==> src/ssspg_pkg.sv <==
`timescale 1ns / 1ps

package ssspg_pkg;

  localparam int IDX_W   = 9;
  localparam int VALUE_W = 8;
  localparam int CHAN_W  = 8;
  localparam int COLOR_W = 24;
  localparam int OFF_W   = 10;
  localparam int SEG_N   = 7;
  localparam int DIGIT_N = 2;

  localparam logic [VALUE_W-1:0] BLANK_VALUE = 8'd255;
  localparam logic [COLOR_W-1:0] ON_COLOR_RST = 24'hFFA500;
  localparam logic [CHAN_W-1:0]  BRIGHT_RST   = 8'd255;
  localparam logic [CHAN_W-1:0]  CHAN_FULL    = 8'd255;
  localparam logic [CHAN_W-1:0]  CHAN_ZERO    = 8'd0;

  typedef enum logic [1:0] {
    CFG_ON_COLOR   = 2'd0,
    CFG_BRIGHTNESS = 2'd1,
    CFG_MODE       = 2'd2
  } cfg_idx_t;

  typedef enum logic [1:0] {
    MODE_RUN   = 2'd0,
    MODE_STOP  = 2'd1,
    MODE_RESET = 2'd2,
    MODE_ERROR = 2'd3
  } mode_t;

  typedef struct packed {
    logic [VALUE_W-1:0] shown_value;
    logic [IDX_W-1:0]   led_pos;
  } in_data_t;

  typedef struct packed {
    logic [CHAN_W-1:0] green_out;
    logic [CHAN_W-1:0] red_out;
    logic [CHAN_W-1:0] blue_out;
  } out_data_t;

  // bit 0 = segment a ... bit 6 = segment g
  localparam logic [SEG_N-1:0] SEG_TABLE [10] = '{
    7'h3F, 7'h06, 7'h5B, 7'h4F, 7'h66, 7'h6D, 7'h7D, 7'h07, 7'h7F, 7'h6F
  };

  // segment layout a..g: horizontal runs before, vertical runs before, orientation
  localparam int SEG_NH    [SEG_N] = '{0, 1, 1, 1, 2, 2, 2};
  localparam int SEG_NV    [SEG_N] = '{0, 0, 1, 2, 2, 3, 4};
  localparam int SEG_HORIZ [SEG_N] = '{1, 0, 0, 1, 0, 0, 1};

endpackage

==> src/ssspg_seg_hit.sv <==
`timescale 1ns / 1ps

module ssspg_seg_hit
  import ssspg_pkg::*;
#(
  parameter int STRIP_LENGTH    = 330,
  parameter int DIGIT_SPAN      = 165,
  parameter int HORIZONTAL_LEDS = 15,
  parameter int VERTICAL_LEDS   = 30
) (
  input  logic [VALUE_W-1:0] shown_value,
  input  logic [IDX_W-1:0]   led_pos,
  output logic               lit
);

  logic [15:0]          quot_prod;
  logic [4:0]           quot;
  logic [3:0]           tens;
  logic [7:0]           ones_full;
  logic [3:0]           digit [DIGIT_N];
  logic [SEG_N-1:0]     pat   [DIGIT_N];
  logic [OFF_W-1:0]     off;
  logic [DIGIT_N*SEG_N-1:0] hit;

  // v / 10 as (v * 205) >> 11, exact for 8-bit values
  assign quot_prod = 16'(shown_value) * 16'd205;
  assign quot      = quot_prod[15:11];
  assign ones_full = shown_value - 8'(quot) * 8'd10;

  always_comb begin
    if (quot >= 5'd20) begin
      tens = 4'(quot - 5'd20);
    end else if (quot >= 5'd10) begin
      tens = 4'(quot - 5'd10);
    end else begin
      tens = quot[3:0];
    end
  end

  assign digit[0] = tens;
  assign digit[1] = ones_full[3:0];
  assign off      = OFF_W'(led_pos);

  for (genvar d = 0; d < DIGIT_N; d++) begin : g_digit
    assign pat[d] = SEG_TABLE[digit[d]];
    for (genvar s = 0; s < SEG_N; s++) begin : g_seg
      localparam int ST = d * DIGIT_SPAN + SEG_NH[s] * HORIZONTAL_LEDS
                          + SEG_NV[s] * VERTICAL_LEDS;
      localparam int LN = (SEG_HORIZ[s] != 0) ? HORIZONTAL_LEDS : VERTICAL_LEDS;
      assign hit[d*SEG_N+s] = pat[d][s] && (off >= OFF_W'(ST)) &&
                              (off < OFF_W'(ST + LN));
    end
  end

  assign lit = (|hit) && (shown_value != BLANK_VALUE) &&
               (off < OFF_W'(STRIP_LENGTH));

endmodule

==> src/ssspg_scale.sv <==
`timescale 1ns / 1ps

module ssspg_scale
  import ssspg_pkg::*;
(
  input  logic [CHAN_W-1:0] chan,
  input  logic [CHAN_W-1:0] bright,
  output logic [CHAN_W-1:0] scaled
);

  logic [15:0] prod;
  logic [16:0] sum;

  // p / 255 as (p + (p >> 8) + 1) >> 8, exact for p up to 255 * 255
  assign prod   = 16'(chan) * 16'(bright);
  assign sum    = 17'(prod) + 17'(prod[15:8]) + 17'd1;
  assign scaled = sum[15:8];

endmodule

==> src/seven_segment_strip_pixel_generator_top.sv <==
`timescale 1ns / 1ps

// Pixel generator for a two-digit seven-segment LED strip. One LED beat is
// taken in every cycle (busy stays low) and its green, red and blue bytes
// appear on out_data with out_strobe after an input register, then segment
// decode and colour select, then the brightness multiply. The receiver cannot
// stall, so out_strobe must be taken when it shows. Write cfg_* only while
// no beat is in flight.
module seven_segment_strip_pixel_generator_top
  import ssspg_pkg::*;
#(
  parameter int STRIP_LENGTH    = 330,
  parameter int DIGIT_SPAN      = 165,
  parameter int HORIZONTAL_LEDS = 15,
  parameter int VERTICAL_LEDS   = 30
) (
  input  logic               clk,
  input  logic               rst_n,
  input  logic               start,
  output logic               busy,
  input  in_data_t           in_data,
  output logic               out_strobe,
  output out_data_t          out_data,
  input  logic               cfg_we,
  input  logic [1:0]         cfg_idx,
  input  logic [COLOR_W-1:0] cfg_data
);

  logic [COLOR_W-1:0] on_color_r;
  logic [CHAN_W-1:0]  bright_r;
  mode_t              mode_r;

  logic               s1_valid_r;
  in_data_t           s1_data_r;
  logic               s2_valid_r;
  logic [CHAN_W-1:0]  s2_red_r, s2_green_r, s2_blue_r;
  logic [CHAN_W-1:0]  red_nxt, green_nxt, blue_nxt;
  logic               out_strobe_r;
  out_data_t          out_data_r;
  out_data_t          out_data_nxt;
  logic               lit;
  logic               accept;

  assign busy   = 1'b0;
  assign accept = start && !busy;

  always_ff @(posedge clk) begin
    if (!rst_n) begin
      on_color_r <= ON_COLOR_RST;
      bright_r   <= BRIGHT_RST;
      mode_r     <= MODE_RUN;
    end else if (cfg_we) begin
      case (cfg_idx)
        CFG_ON_COLOR:   on_color_r <= cfg_data;
        CFG_BRIGHTNESS: bright_r   <= cfg_data[CHAN_W-1:0];
        CFG_MODE:       mode_r     <= mode_t'(cfg_data[1:0]);
        default:        ;
      endcase
    end
  end

  always_ff @(posedge clk) begin
    if (!rst_n) begin
      s1_valid_r   <= 1'b0;
      s2_valid_r   <= 1'b0;
      out_strobe_r <= 1'b0;
    end else begin
      s1_valid_r   <= accept;
      s2_valid_r   <= s1_valid_r;
      out_strobe_r <= s2_valid_r;
    end
  end

  always_ff @(posedge clk) begin
    s1_data_r  <= in_data;
    s2_red_r   <= red_nxt;
    s2_green_r <= green_nxt;
    s2_blue_r  <= blue_nxt;
    out_data_r <= out_data_nxt;
  end

  ssspg_seg_hit #(
    .STRIP_LENGTH    (STRIP_LENGTH),
    .DIGIT_SPAN      (DIGIT_SPAN),
    .HORIZONTAL_LEDS (HORIZONTAL_LEDS),
    .VERTICAL_LEDS   (VERTICAL_LEDS)
  ) u_seg_hit (
    .shown_value (s1_data_r.shown_value),
    .led_pos     (s1_data_r.led_pos),
    .lit         (lit)
  );

  always_comb begin
    red_nxt   = CHAN_ZERO;
    green_nxt = CHAN_ZERO;
    blue_nxt  = CHAN_ZERO;
    if (lit) begin
      case (mode_r)
        MODE_ERROR: begin
          red_nxt = CHAN_FULL;
        end
        MODE_RESET: begin
          red_nxt   = CHAN_FULL;
          green_nxt = CHAN_FULL;
        end
        default: begin
          red_nxt   = on_color_r[23:16];
          green_nxt = on_color_r[15:8];
          blue_nxt  = on_color_r[7:0];
        end
      endcase
    end
  end

  ssspg_scale u_scale_g (
    .chan (s2_green_r), .bright (bright_r), .scaled (out_data_nxt.green_out)
  );
  ssspg_scale u_scale_r (
    .chan (s2_red_r), .bright (bright_r), .scaled (out_data_nxt.red_out)
  );
  ssspg_scale u_scale_b (
    .chan (s2_blue_r), .bright (bright_r), .scaled (out_data_nxt.blue_out)
  );

  assign out_strobe = out_strobe_r;
  assign out_data   = out_data_r;

  a_latency: assert property (@(posedge clk) disable iff (!rst_n)
    accept |-> ##3 out_strobe)
    else $error("accepted beat did not produce a result after three cycles");

  a_no_spurious: assert property (@(posedge clk) disable iff (!rst_n)
    out_strobe |-> $past(accept, 3))
    else $error("result strobe without a matching accepted beat");

  a_blank: assert property (@(posedge clk) disable iff (!rst_n)
    (out_strobe && $past(accept && in_data.shown_value == BLANK_VALUE, 3)) |->
    (out_data == '0))
    else $error("blank value produced a lit pixel");

endmodule
==> config.mk <==
export PLATFORM = sky130hd
export DESIGN_NAME = seven_segment_strip_pixel_generator_top
export DESIGN_NICKNAME = d
export VERILOG_FILES = /design/src/ssspg_pkg.sv /design/src/ssspg_seg_hit.sv /design/src/ssspg_scale.sv /design/src/seven_segment_strip_pixel_generator_top.sv
export SDC_FILE = /design/constraint.sdc
export NUM_CORES = 1
export LEC_CHECK = 0
export BUFFER_PORTS_ARGS = -buffer_cell sky130_fd_sc_hd__buf_2
export CORE_MARGIN = 10
export CORE_UTILIZATION = 50
export CTS_BUF_LIST = sky130_fd_sc_hd__clkbuf_4
export DETAILED_ROUTE_END_ITERATION = 16
export GPL_ROUTABILITY_DRIVEN = 0
export MAX_ROUTING_LAYER = met4
export PLACE_DENSITY = 0.76
export SLEW_MARGIN = 20
export SYNTH_ARGS = -nofsm -noshare
export SYNTH_HDL_FRONTEND = slang
export SYNTH_HIERARCHICAL = 1
export SYNTH_SLANG_ARGS = --single-unit
==> constraint.sdc <==
create_clock -name clk -period 8.4 [get_ports clk]
set_clock_uncertainty 0.1 [all_clocks]
set_input_delay 2.52 -clock clk [delete_from_list [all_inputs] [get_ports clk]]
set_output_delay 2.52 -clock clk [all_outputs]
set_load 0.02 [all_outputs]
# Word-level counts from Yosys, hierarchy flattened
# Memory sizes are Yosys's and may differ from the RTL's.
# Cells that the tools add are included.
[word_totals]
reg_bits = 102
latch_bits = 0
ram_bits = 0
mem_bits_ro = 224
out_inout_bits = 26
memories = 2
[classes]
addsub = 9
n_mul = 5
n_div = 0
magnitude_cmp = 32
n_eq_ne = 5
shift = 0
mux = 8
bitwise = 3
n_reduce_logical = 37
[mem_list]
columns = ["name", "depth", "width", "rd", "rd_ports_with_merged_regs", "wr", "line_no", "source"]
rows = [
  ["(no name shown)", 16, 7, 1, 0, 0, "ssspg_seg_hit.sv:45", "assign pat[d] = SEG_TABLE[digit[d]];"],
  ["(no name shown)", 16, 7, 1, 0, 0, "ssspg_seg_hit.sv:45", ""],
]
[ops]
columns = ["operator", "n"]
rows = [
  ["$ge 9x8->1 const B", 6],
  ["$lt 9x8->1 const B", 6],
  ["$add 16x1->16 const B", 3],
  ["$add 16x8->16", 3],
  ["$mul 8x8->16", 3],
  ["$logic_and 1x1->1", 30],
  ["$mux 7", 4],
  ["$ge 9x7->1 const B", 3],
  ["$lt 9x7->1 const B", 3],
  ["$lt 9x9->1 const B", 3],
  ["$ge 9x9->1 const B", 2],
  ["$mul 8x8->16 const B", 1],
  ["$pmux 8 s2", 1],
  ["$ge 5x5->1 const B", 3],
  ["$reduce_or 14->1", 1],
  ["$not 4->5", 2],
  ["$ge 9x1->1 const B", 1],
  ["$ge 9x4->1 const B", 1],
  ["$ge 9x6->1 const B", 1],
  ["$lt 9x4->1 const B", 1],
  ["$lt 9x6->1 const B", 1],
  ["$mux 4", 2],
  ["$mux 8", 1],
  ["$ne 8x8->1 const B", 1],
  ["other kinds (12)", 16],
]

# Longest topological paths before layout
# Gate-level depths: netlist of the first run.
[logic_depth]
word_depth = 15
depth_mapped = 28

# By module
# Netlist of the first run, hierarchy kept.
[by_module_without_submodules]
columns = ["module", "instances", "cells_per_inst", "area_each_um2"]
rows = [
  ["seven_segment_strip_pixel_generator_top", 1, 262, 3113.0],
  ["ssspg_scale at u_scale_r", 1, 321, 2776.4],
  ["ssspg_scale at u_scale_b", 1, 300, 2576.2],
  ["ssspg_scale at u_scale_g", 1, 292, 2555.0],
  ["ssspg_seg_hit", 1, 288, 2282.2],
]

# Worst setup path after synthesis of the first run
# No wires, ideal clock.
[synth_path]
path_kind = "reg2reg"
start = "reg bright_r[7]"
end = "reg out_data_r, in the netlist out_data[20]"
arrival_ns = 5.995
slack_ns = 2.176
stages_incl_launch_ff = 24
n_path_buf = 0
path_cell_list = "dfxtp_1 nand2_1 fa_1 fa_1 inv_1 fa_1 inv_1 fa_1 inv_1 ha_1 a21o_1 a221oi_2 a21oi_1 nor2_1 xnor2_1 ha_1 a211oi_1 nand2_1 nor4b_1 nor3_1 maj3_2 a21oi_4 nor2_1 xor2_1"
[synth_rtl]
columns = ["item", "line_no", "source"]
rows = [
  ["start: declaration", "seven_segment_strip_pixel_generator_top.sv:30", "logic [CHAN_W-1:0] bright_r;"],
  ["start signal: assignment", "seven_segment_strip_pixel_generator_top.sv:55", "CFG_BRIGHTNESS: bright_r <= cfg_data[CHAN_W-1:0];"],
  ["end signal: assignment", "seven_segment_strip_pixel_generator_top.sv:79", "out_data_r <= out_data_nxt;"],
  ["end: declaration", "seven_segment_strip_pixel_generator_top.sv:39", "out_data_t out_data_r;"],
]

==> impl_metrics.ini, run 1 <==
[timing]
fin_crit_sh_pct = 84.1
rsz0062_at_grt = no
fmax_mhz = 142
worst_slew_margin_rel_pct = 39.3
fin_crit_ps = 7060
tightestPinTransition_ps = 909
hold-worst-slack_ps = 355
finalMaxSlewViolations = 0
setup_viol = 0
hold_viol = 0
finalSetupTns_ps = 0

[grt]
grt_pass1_wl_mm = 48.7
antenna_found_initial = 2
grt_use_total_pct = 17.6
grt_max_degree = 50
grt_overflow = 0
grt_pass1_vias = 10300

[drt]
drt_iter0_drc = 621
wl_per_cell_um = 15.3
drc = 0
vias = 10400
ant_nets = 0
first_pass_iters = 5
wirelength_mm = 28.4
avgViaCountPerCell = 5.64

[synth]
yosysSeqAreaShare_pct = 15.3
synth.net_count = 1808
yosysTopAreaCellShare_pct = 17.8
ys_types = 103
postSynthAreaPerCell_um2 = 9.09
ys_ff_latch = 102
synth_enable_flop_cells = 0
syn_area_um2 = 13300
ys_warn_count = 6
yosys-top-cells-area = fa_1, ha_1, dfxtp_1
synth_ff_type = dfxtp_1
synth_cells = 1463
async_flop_share_pct = 0
synth.largest_area_cell = fa_1

[setup_path]
cp.arrival_ps = 7350
critPathKind = flip-flop to flip-flop
endpoint_kind = flip-flop
critPathMaxFanout = 25
startpoint_type = flip-flop
cp.required_ps = 8690

[min_path]
hp-class = flip-flop to flip-flop

[clocking]
htreeDepth = 3
cts_made_buffers = 9
clkSlewWorstSetupHoldPaths_ps = 210
cts_hold_buf = 0
root_buffer = clkbuf_4
clock_latency_ps = 500
tritoncts = done
cts_resized = 0
clockBufferDepth = 2
clock_sinks = 102
postCtsSetupBuffers = 0

[placed_design]
place_hpwl_mm = 22.6
portBuffers = 71
dp_cells = 1835

[cells_and_area]
syn_to_final_growth_pct = 5.56
layout.nets = 1856
layout_common_cells = inv_1, and2_1, ha_1
final_core_util_pct = 53.7
final_common_cell = inv_1
stdcell_count = 1853
drive_gt1_share_pct = 10.1
fillerInstances = 2386

[job]
maxCapViolations = 0

[floorplan]
die_w_um = 183
fp.dieH_um = 183
rows = 59
die_area_um2 = 33500
core_um2 = 26100
start_util_pct = 50.9
io_pins = 73

[outcome]
outcome = finished, final reports clean
==> Yosys cell counts, drive strengths merged (7+ instances only) <==
cell       n
inv      203
and2     181
ha       180
fa       118
dfxtp    102
nand2     92
a21oi     44
xnor2     41
nor2      40
o21ai     39
o211ai    33
nand3     32
xor2      25
a21o      23
nand2b    23
buf       22
nor3      19
a211oi    18
mux2i     18
and3      17
clkbuf    14
a21boi    13
o21a      13
nand4bb   12
nor2b     12
a31oi     10
nand4      8
nand4b     8
nand3b     7
==> critical path, cell delays in order (launching register included) <==
cell,delay (ps)
dfxtp_1,890
nand2_1,180
fa_1,510
fa_1,540
inv_1,50
fa_1,530
inv_1,50
fa_1,530
inv_1,40
ha_1,370
a21o_1,250
a221oi_2,400
a21oi_1,120
nor2_1,140
xnor2_1,290
ha_1,350
a211oi_1,250
nand2_1,120
nor4b_1,300
nor3_1,130
maj3_2,340
a21oi_4,220
nor2_1,80
xor2_1,140
==> path summary, 6_finish.rpt <==
| path | startpoint | endpoint | slack, ps | cells after the start |
|---|---|---|---|---|
| min | on_color_r[1]$_SDFFE_PN0P_ | s2_blue_r[1]$_SDFF_PP0_ | 350 | 1 |
| max reg2reg | bright_r[6]$_SDFFE_PN1P_ | out_data[18]$_DFF_P_ | 1340 | 23 |
| max | bright_r[6]$_SDFFE_PN1P_ | out_data[18]$_DFF_P_ | 1340 | 23 |
| min reg2reg | on_color_r[1]$_SDFFE_PN0P_ | s2_blue_r[1]$_SDFF_PP0_ | 350 | 1 |
==> routing by layer <==
metal / wire length (µm) / vias up / global-route usage, %
met5: 0 / - / -
met4: 367 / 0 / 3.93
met3: 1400 / 28 / 2.41
met2: 13300 / 299 / 28.3
met1: 13400 / 5048 / 23.2
li1: - / 5070 / -
==> cell type report <==
type / instances / area, µm² / area share, %
Antenna cell: 2 / 5.00 / 0.0356
Clock buffer: 9 / 67.6 / 0.481
Clock inverter: 7 / 93.8 / 0.668
Inverter: 204 / 771 / 5.49
Multi-Input combinational cell: 1121 / 10300 / 73.2
Sequential cell: 102 / 2040 / 14.5
Tap cell: 335 / 419 / 2.98
Timing Repair Buffer: 73 / 370 / 2.64
==> per-stage QoR <==
step	worst slack, ps	cell area [µm²]
after detailed placement	1460	13900
after global routing	843	14000
after CTS	1410	14000
after floorplan	2180	13300
after global placement	1650	13900
final	1340	14000
==> registers in the layout, indices dropped and copies added, names as in the netlist <==
register / flops
s1_data_r: 17
s2_green_r: 8
on_color_r: 24
out_data: 24
s1_valid_r: 1
s2_blue_r: 8
mode_r: 2
s2_valid_r: 1
out_strobe: 1
bright_r: 8
s2_red_r: 8
==> cell families after synthesis <==
family | after synthesis | synth area share, %
AOI/OAI and AO/OA | 255 | 14.9
xor gates and xnor gates | 67 | 4.74
adders and majority gates | 299 | 34.8
buffers and inverters | 240 | 7.47
DFF | 102 | 15.3
muxes | 22 | 1.79
other | 1 | 0.0282
and+or+nand+nor | 477 | 21.0
Power of run 1 is left out: the tool's default activity adds up to more than one toggle a clock period on the data nets, which glitch-free logic cannot reach.
==> run 2, diff against run 1 <==
==> constraint.sdc (replaced) <==
create_clock -name clk -period 6.6 [get_ports clk]
set_clock_uncertainty 0.1 [all_clocks]
set_input_delay 1.98 -clock clk [delete_from_list [all_inputs] [get_ports clk]]
set_output_delay 1.98 -clock clk [all_outputs]
set_load 0.02 [all_outputs]
==> impl_metrics.ini, run 2 (same netlist as run 1, synthesis figures left out) <==
[timing]
fmax_mhz = 159
setup_viol = 0
tightestPinTransition_ps = 805
finalSetupTns_ps = 0
fin_crit_ps = 6280
worst_slew_margin_rel_pct = 46.4
fin_crit_sh_pct = 95.2
hold_viol = 0
finalMaxSlewViolations = 0

[drt]
avgViaCountPerCell = 5.59
wirelength_mm = 28.9
wl_per_cell_um = 15.4
drt_iter0_drc = 665
ant_nets = 0
drc = 0
first_pass_iters = 5
vias = 10500

[floorplan]
io_pins = 73
die_w_um = 183
start_util_pct = 50.9
rows = 59
fp.dieH_um = 183
die_area_um2 = 33500
core_um2 = 26100

[setup_path]
critPathMaxFanout = 8
cp_slowest_cell = fa_1
startpoint_type = flip-flop
rrSetupSlack_ps = 320
cp_num_buf_inv = 3
endpoint_kind = flip-flop
max_stage_delay_ps = 530
cp.required_ps = 6930
crit_family = adder cells
cp.arrival_ps = 6610
critPathKind = flip-flop to flip-flop

[grt]
grt_max_degree = 50
grt_use_total_pct = 17.8
antenna_found_initial = 3
grt_overflow = 0
grt_pass1_vias = 10300
grt_pass1_wl_mm = 49.1

[clocking]
tritoncts = done
root_buffer = clkbuf_4
clock_latency_ps = 520
htreeDepth = 3
clockBufferDepth = 2
clkSlewWorstSetupHoldPaths_ps = 200
clock_sinks = 102
cts_made_buffers = 9
cts_hold_buf = 0

[min_path]
hp-class = flip-flop to flip-flop

[cells_and_area]
fillerInstances = 2329
final_common_cell = inv_1
drive_gt1_share_pct = 13.2
layout.nets = 1876
layout_common_cells = inv_1, and2_1, ha_1
syn_to_final_growth_pct = 7.74

[placed_design]
place_hpwl_mm = 23.3
portBuffers = 71

[outcome]
outcome = finished, final reports clean

[job]
maxCapViolations = 0
==> run 2: changes by cell type in the layout (fill, tap and decap cells not counted), sizes merged <==
| cell | change |
|---|---|
| buf | +20 |
| clkinv | -1 |
| diode | +1 |
| inv | +1 |
==> run 2: what timing repair did <==
item | CTS | global route
gates resized for setup | 3 | 41
gates cloned | 0 | 0
setup endpoints to repair | 15 | 48
pin swaps | 0 | 5
buffers inserted | 0 | 2
==> run 2: final cells by class <==
type	instances	area, µm²	share of cell area (%)
repair buffers	93	520	3.63
well taps	335	419	2.92
flip-flops and latches	102	2080	14.5
clock buffers	9	67.6	0.471
clock inverters	7	91.3	0.637
inverters	204	771	5.38
diodes	3	7.51	0.0524
multi-input cells	1121	10400	72.4
==> run 2: worst paths after layout <==
kind / start / cells past startpoint / to
hold reg to reg: on_color_r[4]$_SDFFE_PN0P_ / 1 / s2_blue_r[4]$_SDFF_PP0_
setup reg to reg: s1_data_r[11]$_DFF_P_ / 26 / s2_blue_r[1]$_SDFF_PP0_
setup / recovery: s1_data_r[11]$_DFF_P_ / 26 / s2_blue_r[1]$_SDFF_PP0_
hold / removal: on_color_r[4]$_SDFFE_PN0P_ / 1 / s2_blue_r[4]$_SDFF_PP0_
==> run 2: per-layer routing <==
layer  vias up  wire length [µm]  GRT usage, %  part of all wire (%)
met5         -                 0             -                     0
met4         0               399          4.26                   1.4
met3        35              1610          2.37                   5.6
met2       288             13600          28.8                    47
met1      5048             13400          23.3                    46
li1       5108                 -             -                     -
==> run 2: stage by stage <==
| stage | std cells | worst slack [ps] | utilization [%] | area (µm²) | hold WS [ps] |
|---|---|---|---|---|---|
| floorplan | 1463 | 376 | - | 13300 | 312 |
| global placement | 1853 | 134 | 53.6 | 14000 | 327 |
| detailed placement | 1853 | -35.4 | 53.6 | 14000 | 342 |
| CTS | 1869 | 18.6 | 54.2 | 14200 | 366 |
| global route | 1874 | -64.3 | 54.8 | 14300 | 395 |
| finish | 1874 | 315 | 54.8 | 14300 | 366 |
Power of run 2 is left out for the same reason.
==> run 3, diff against run 2 <==
--- a/config.mk
+++ b/config.mk
@@ -5,14 +5,16 @@
 export SDC_FILE = /design/constraint.sdc
 export NUM_CORES = 1
 export LEC_CHECK = 0
-export BUFFER_PORTS_ARGS = -buffer_cell sky130_fd_sc_hd__buf_2
 export CORE_MARGIN = 10
 export CORE_UTILIZATION = 50
 export CTS_BUF_LIST = sky130_fd_sc_hd__clkbuf_4
+export CTS_CLUSTER_DIAMETER = 40
 export DETAILED_ROUTE_END_ITERATION = 16
+export DONT_BUFFER_PORTS = 1
 export GPL_ROUTABILITY_DRIVEN = 0
 export MAX_ROUTING_LAYER = met4
-export PLACE_DENSITY = 0.76
+export PLACE_DENSITY = 0.74
+export SETUP_SLACK_MARGIN = 0.5
 export SLEW_MARGIN = 20
 export SYNTH_ARGS = -nofsm -noshare
 export SYNTH_HDL_FRONTEND = slang
==> impl_metrics.ini, run 3 (same netlist as run 1, synthesis figures left out) <==
[floorplan]
io_pins = 73
die_area_um2 = 33500
core_um2 = 26100
rows = 59
die_w_um = 183
start_util_pct = 50.9
fp.dieH_um = 183

[setup_path]
cp.arrival_ps = 6280
r2r_start = bright_r[2]$_SDFFE_PN1P_
critPathMaxFanout = 10
startpoint_type = flip-flop
endpoint_kind = flip-flop
critPathLaunch = bright_r[2]$_SDFFE_PN1P_
cp.required_ps = 6900
critPathKind = flip-flop to flip-flop

[drt]
first_pass_iters = 5
vias = 10600
avgViaCountPerCell = 5.71
drc = 0
drt_iter0_drc = 657
ant_nets = 0
wl_per_cell_um = 16.7
wirelength_mm = 31.1

[timing]
tightestPinTransition_ps = 625
hold_viol = 0
setup_slack_ps = 627
rsz0062_at_grt = yes
finalMaxSlewViolations = 0
fin_crit_sh_pct = 90.5
fmax_mhz = 167
fin_crit_ps = 5970
hold-worst-slack_ps = 358
setup_viol = 0
finalSetupTns_ps = 0
worst_slew_margin_rel_pct = 58.3

[grt]
grt_pass1_wl_mm = 50.4
grt_use_total_pct = 18.5
grt_pass1_vias = 10600
grt_max_degree = 50
grt_overflow = 0
antenna_found_initial = 2

[clocking]
clockBufferDepth = 2
htreeDepth = 3
clock_sinks = 102
tritoncts = done
cts_made_buffers = 9
root_buffer = clkbuf_4
clock_latency_ps = 500
clkSlewWorstSetupHoldPaths_ps = 190

[cells_and_area]
multi_input_comb_area_um2 = 10900
syn_to_final_growth_pct = 13.4
final_core_util_pct = 57.7
regArea_um2 = 2100
final_common_cell = inv_1
fillerInstances = 2220
drive_gt1_share_pct = 19.1
layout_common_cells = inv_1, and2_1, ha_1
layout.nets = 1867

[job]
maxCapViolations = 0

[outcome]
outcome = finished, final reports clean

[min_path]
hp-class = flip-flop to flip-flop
min_from = s2_valid_r$_SDFF_PN0_

[placed_design]
dp_worst_setup_slack_ps = -63.6
portBuffers = 0
place_hpwl_mm = 23.6
-- run 3: changes by cell type in the layout (fill, tap and decap cells not counted), moves of 7 or more --
cell     delta
ha_4       +15
dfxtp_2    +12
ha_1       -20
inv_1       -7
buf_6       +9
buf_4      +48
buf_2      -70
dfxtp_1    -14
-- run 3: routing by layer --
metal  global-route usage, %  vias up  wire (µm)
li1                        -     5094          -
met1                    22.5     5232      13500
met2                    30.8      287      15400
met3                    3.85       32       1840
met4                    4.10        0        412
met5                       -        -          0
-- run 3: critical path, cell delays in order, from the launching register on --
cell      delay (ps)
dfxtp_4          400
buf_8            140
buf_4            140
and2_1           140
fa_2             330
fa_1             470
fa_1             560
inv_2             40
fa_1             500
inv_2             50
ha_4             240
a21o_4           220
a31o_4           230
o21ai_4          200
nand2_4          100
a21oi_4          150
xnor2_2          110
ha_1             220
a211oi_2         250
nand2_2          130
nor4b_4          290
nor3_2            90
maj3_2           340
a21oi_4          230
nor2_2            80
xnor2_1          120
-- run 3: final timing paths --
check                          end  cells after the start  slack [ps]
min reg2reg  out_strobe$_SDFF_PN0_                      1         360
max           out_data[22]$_DFF_P_                     25         630
min          out_strobe$_SDFF_PN0_                      1         360
max reg2reg   out_data[22]$_DFF_P_                     25         630
-- run 3: timing repair --
item                                   4_1_cts  5_1_grt
buffers inserted                            17       44
hold buffers                                 0        0
pin swaps                                   15       98
resized for setup                           47      135
cloned                                       0        2
setup endpoints to repair                   48       48
endpoints found under the hold margin        0        0
-- run 3: through the flow --
stage	std cells	area, µm²
after global routing	1864	15100
after detailed placement	1783	13700
after floorplan	1463	13300
final	1865	15100
after CTS	1816	14100
after global placement	1783	13700
-- run 3: layout make-up --
cell class                 instances  area share [%]
multi-input combinational       1121            72.4
sequential                       102            13.9
inverter                         204            5.12
timing repair buffer              84            4.68
tap                              335            2.78
clock inverter                     7           0.597
clock buffer                       9           0.448
antenna                            3          0.0498
Power of run 3 is left out for the same reason.
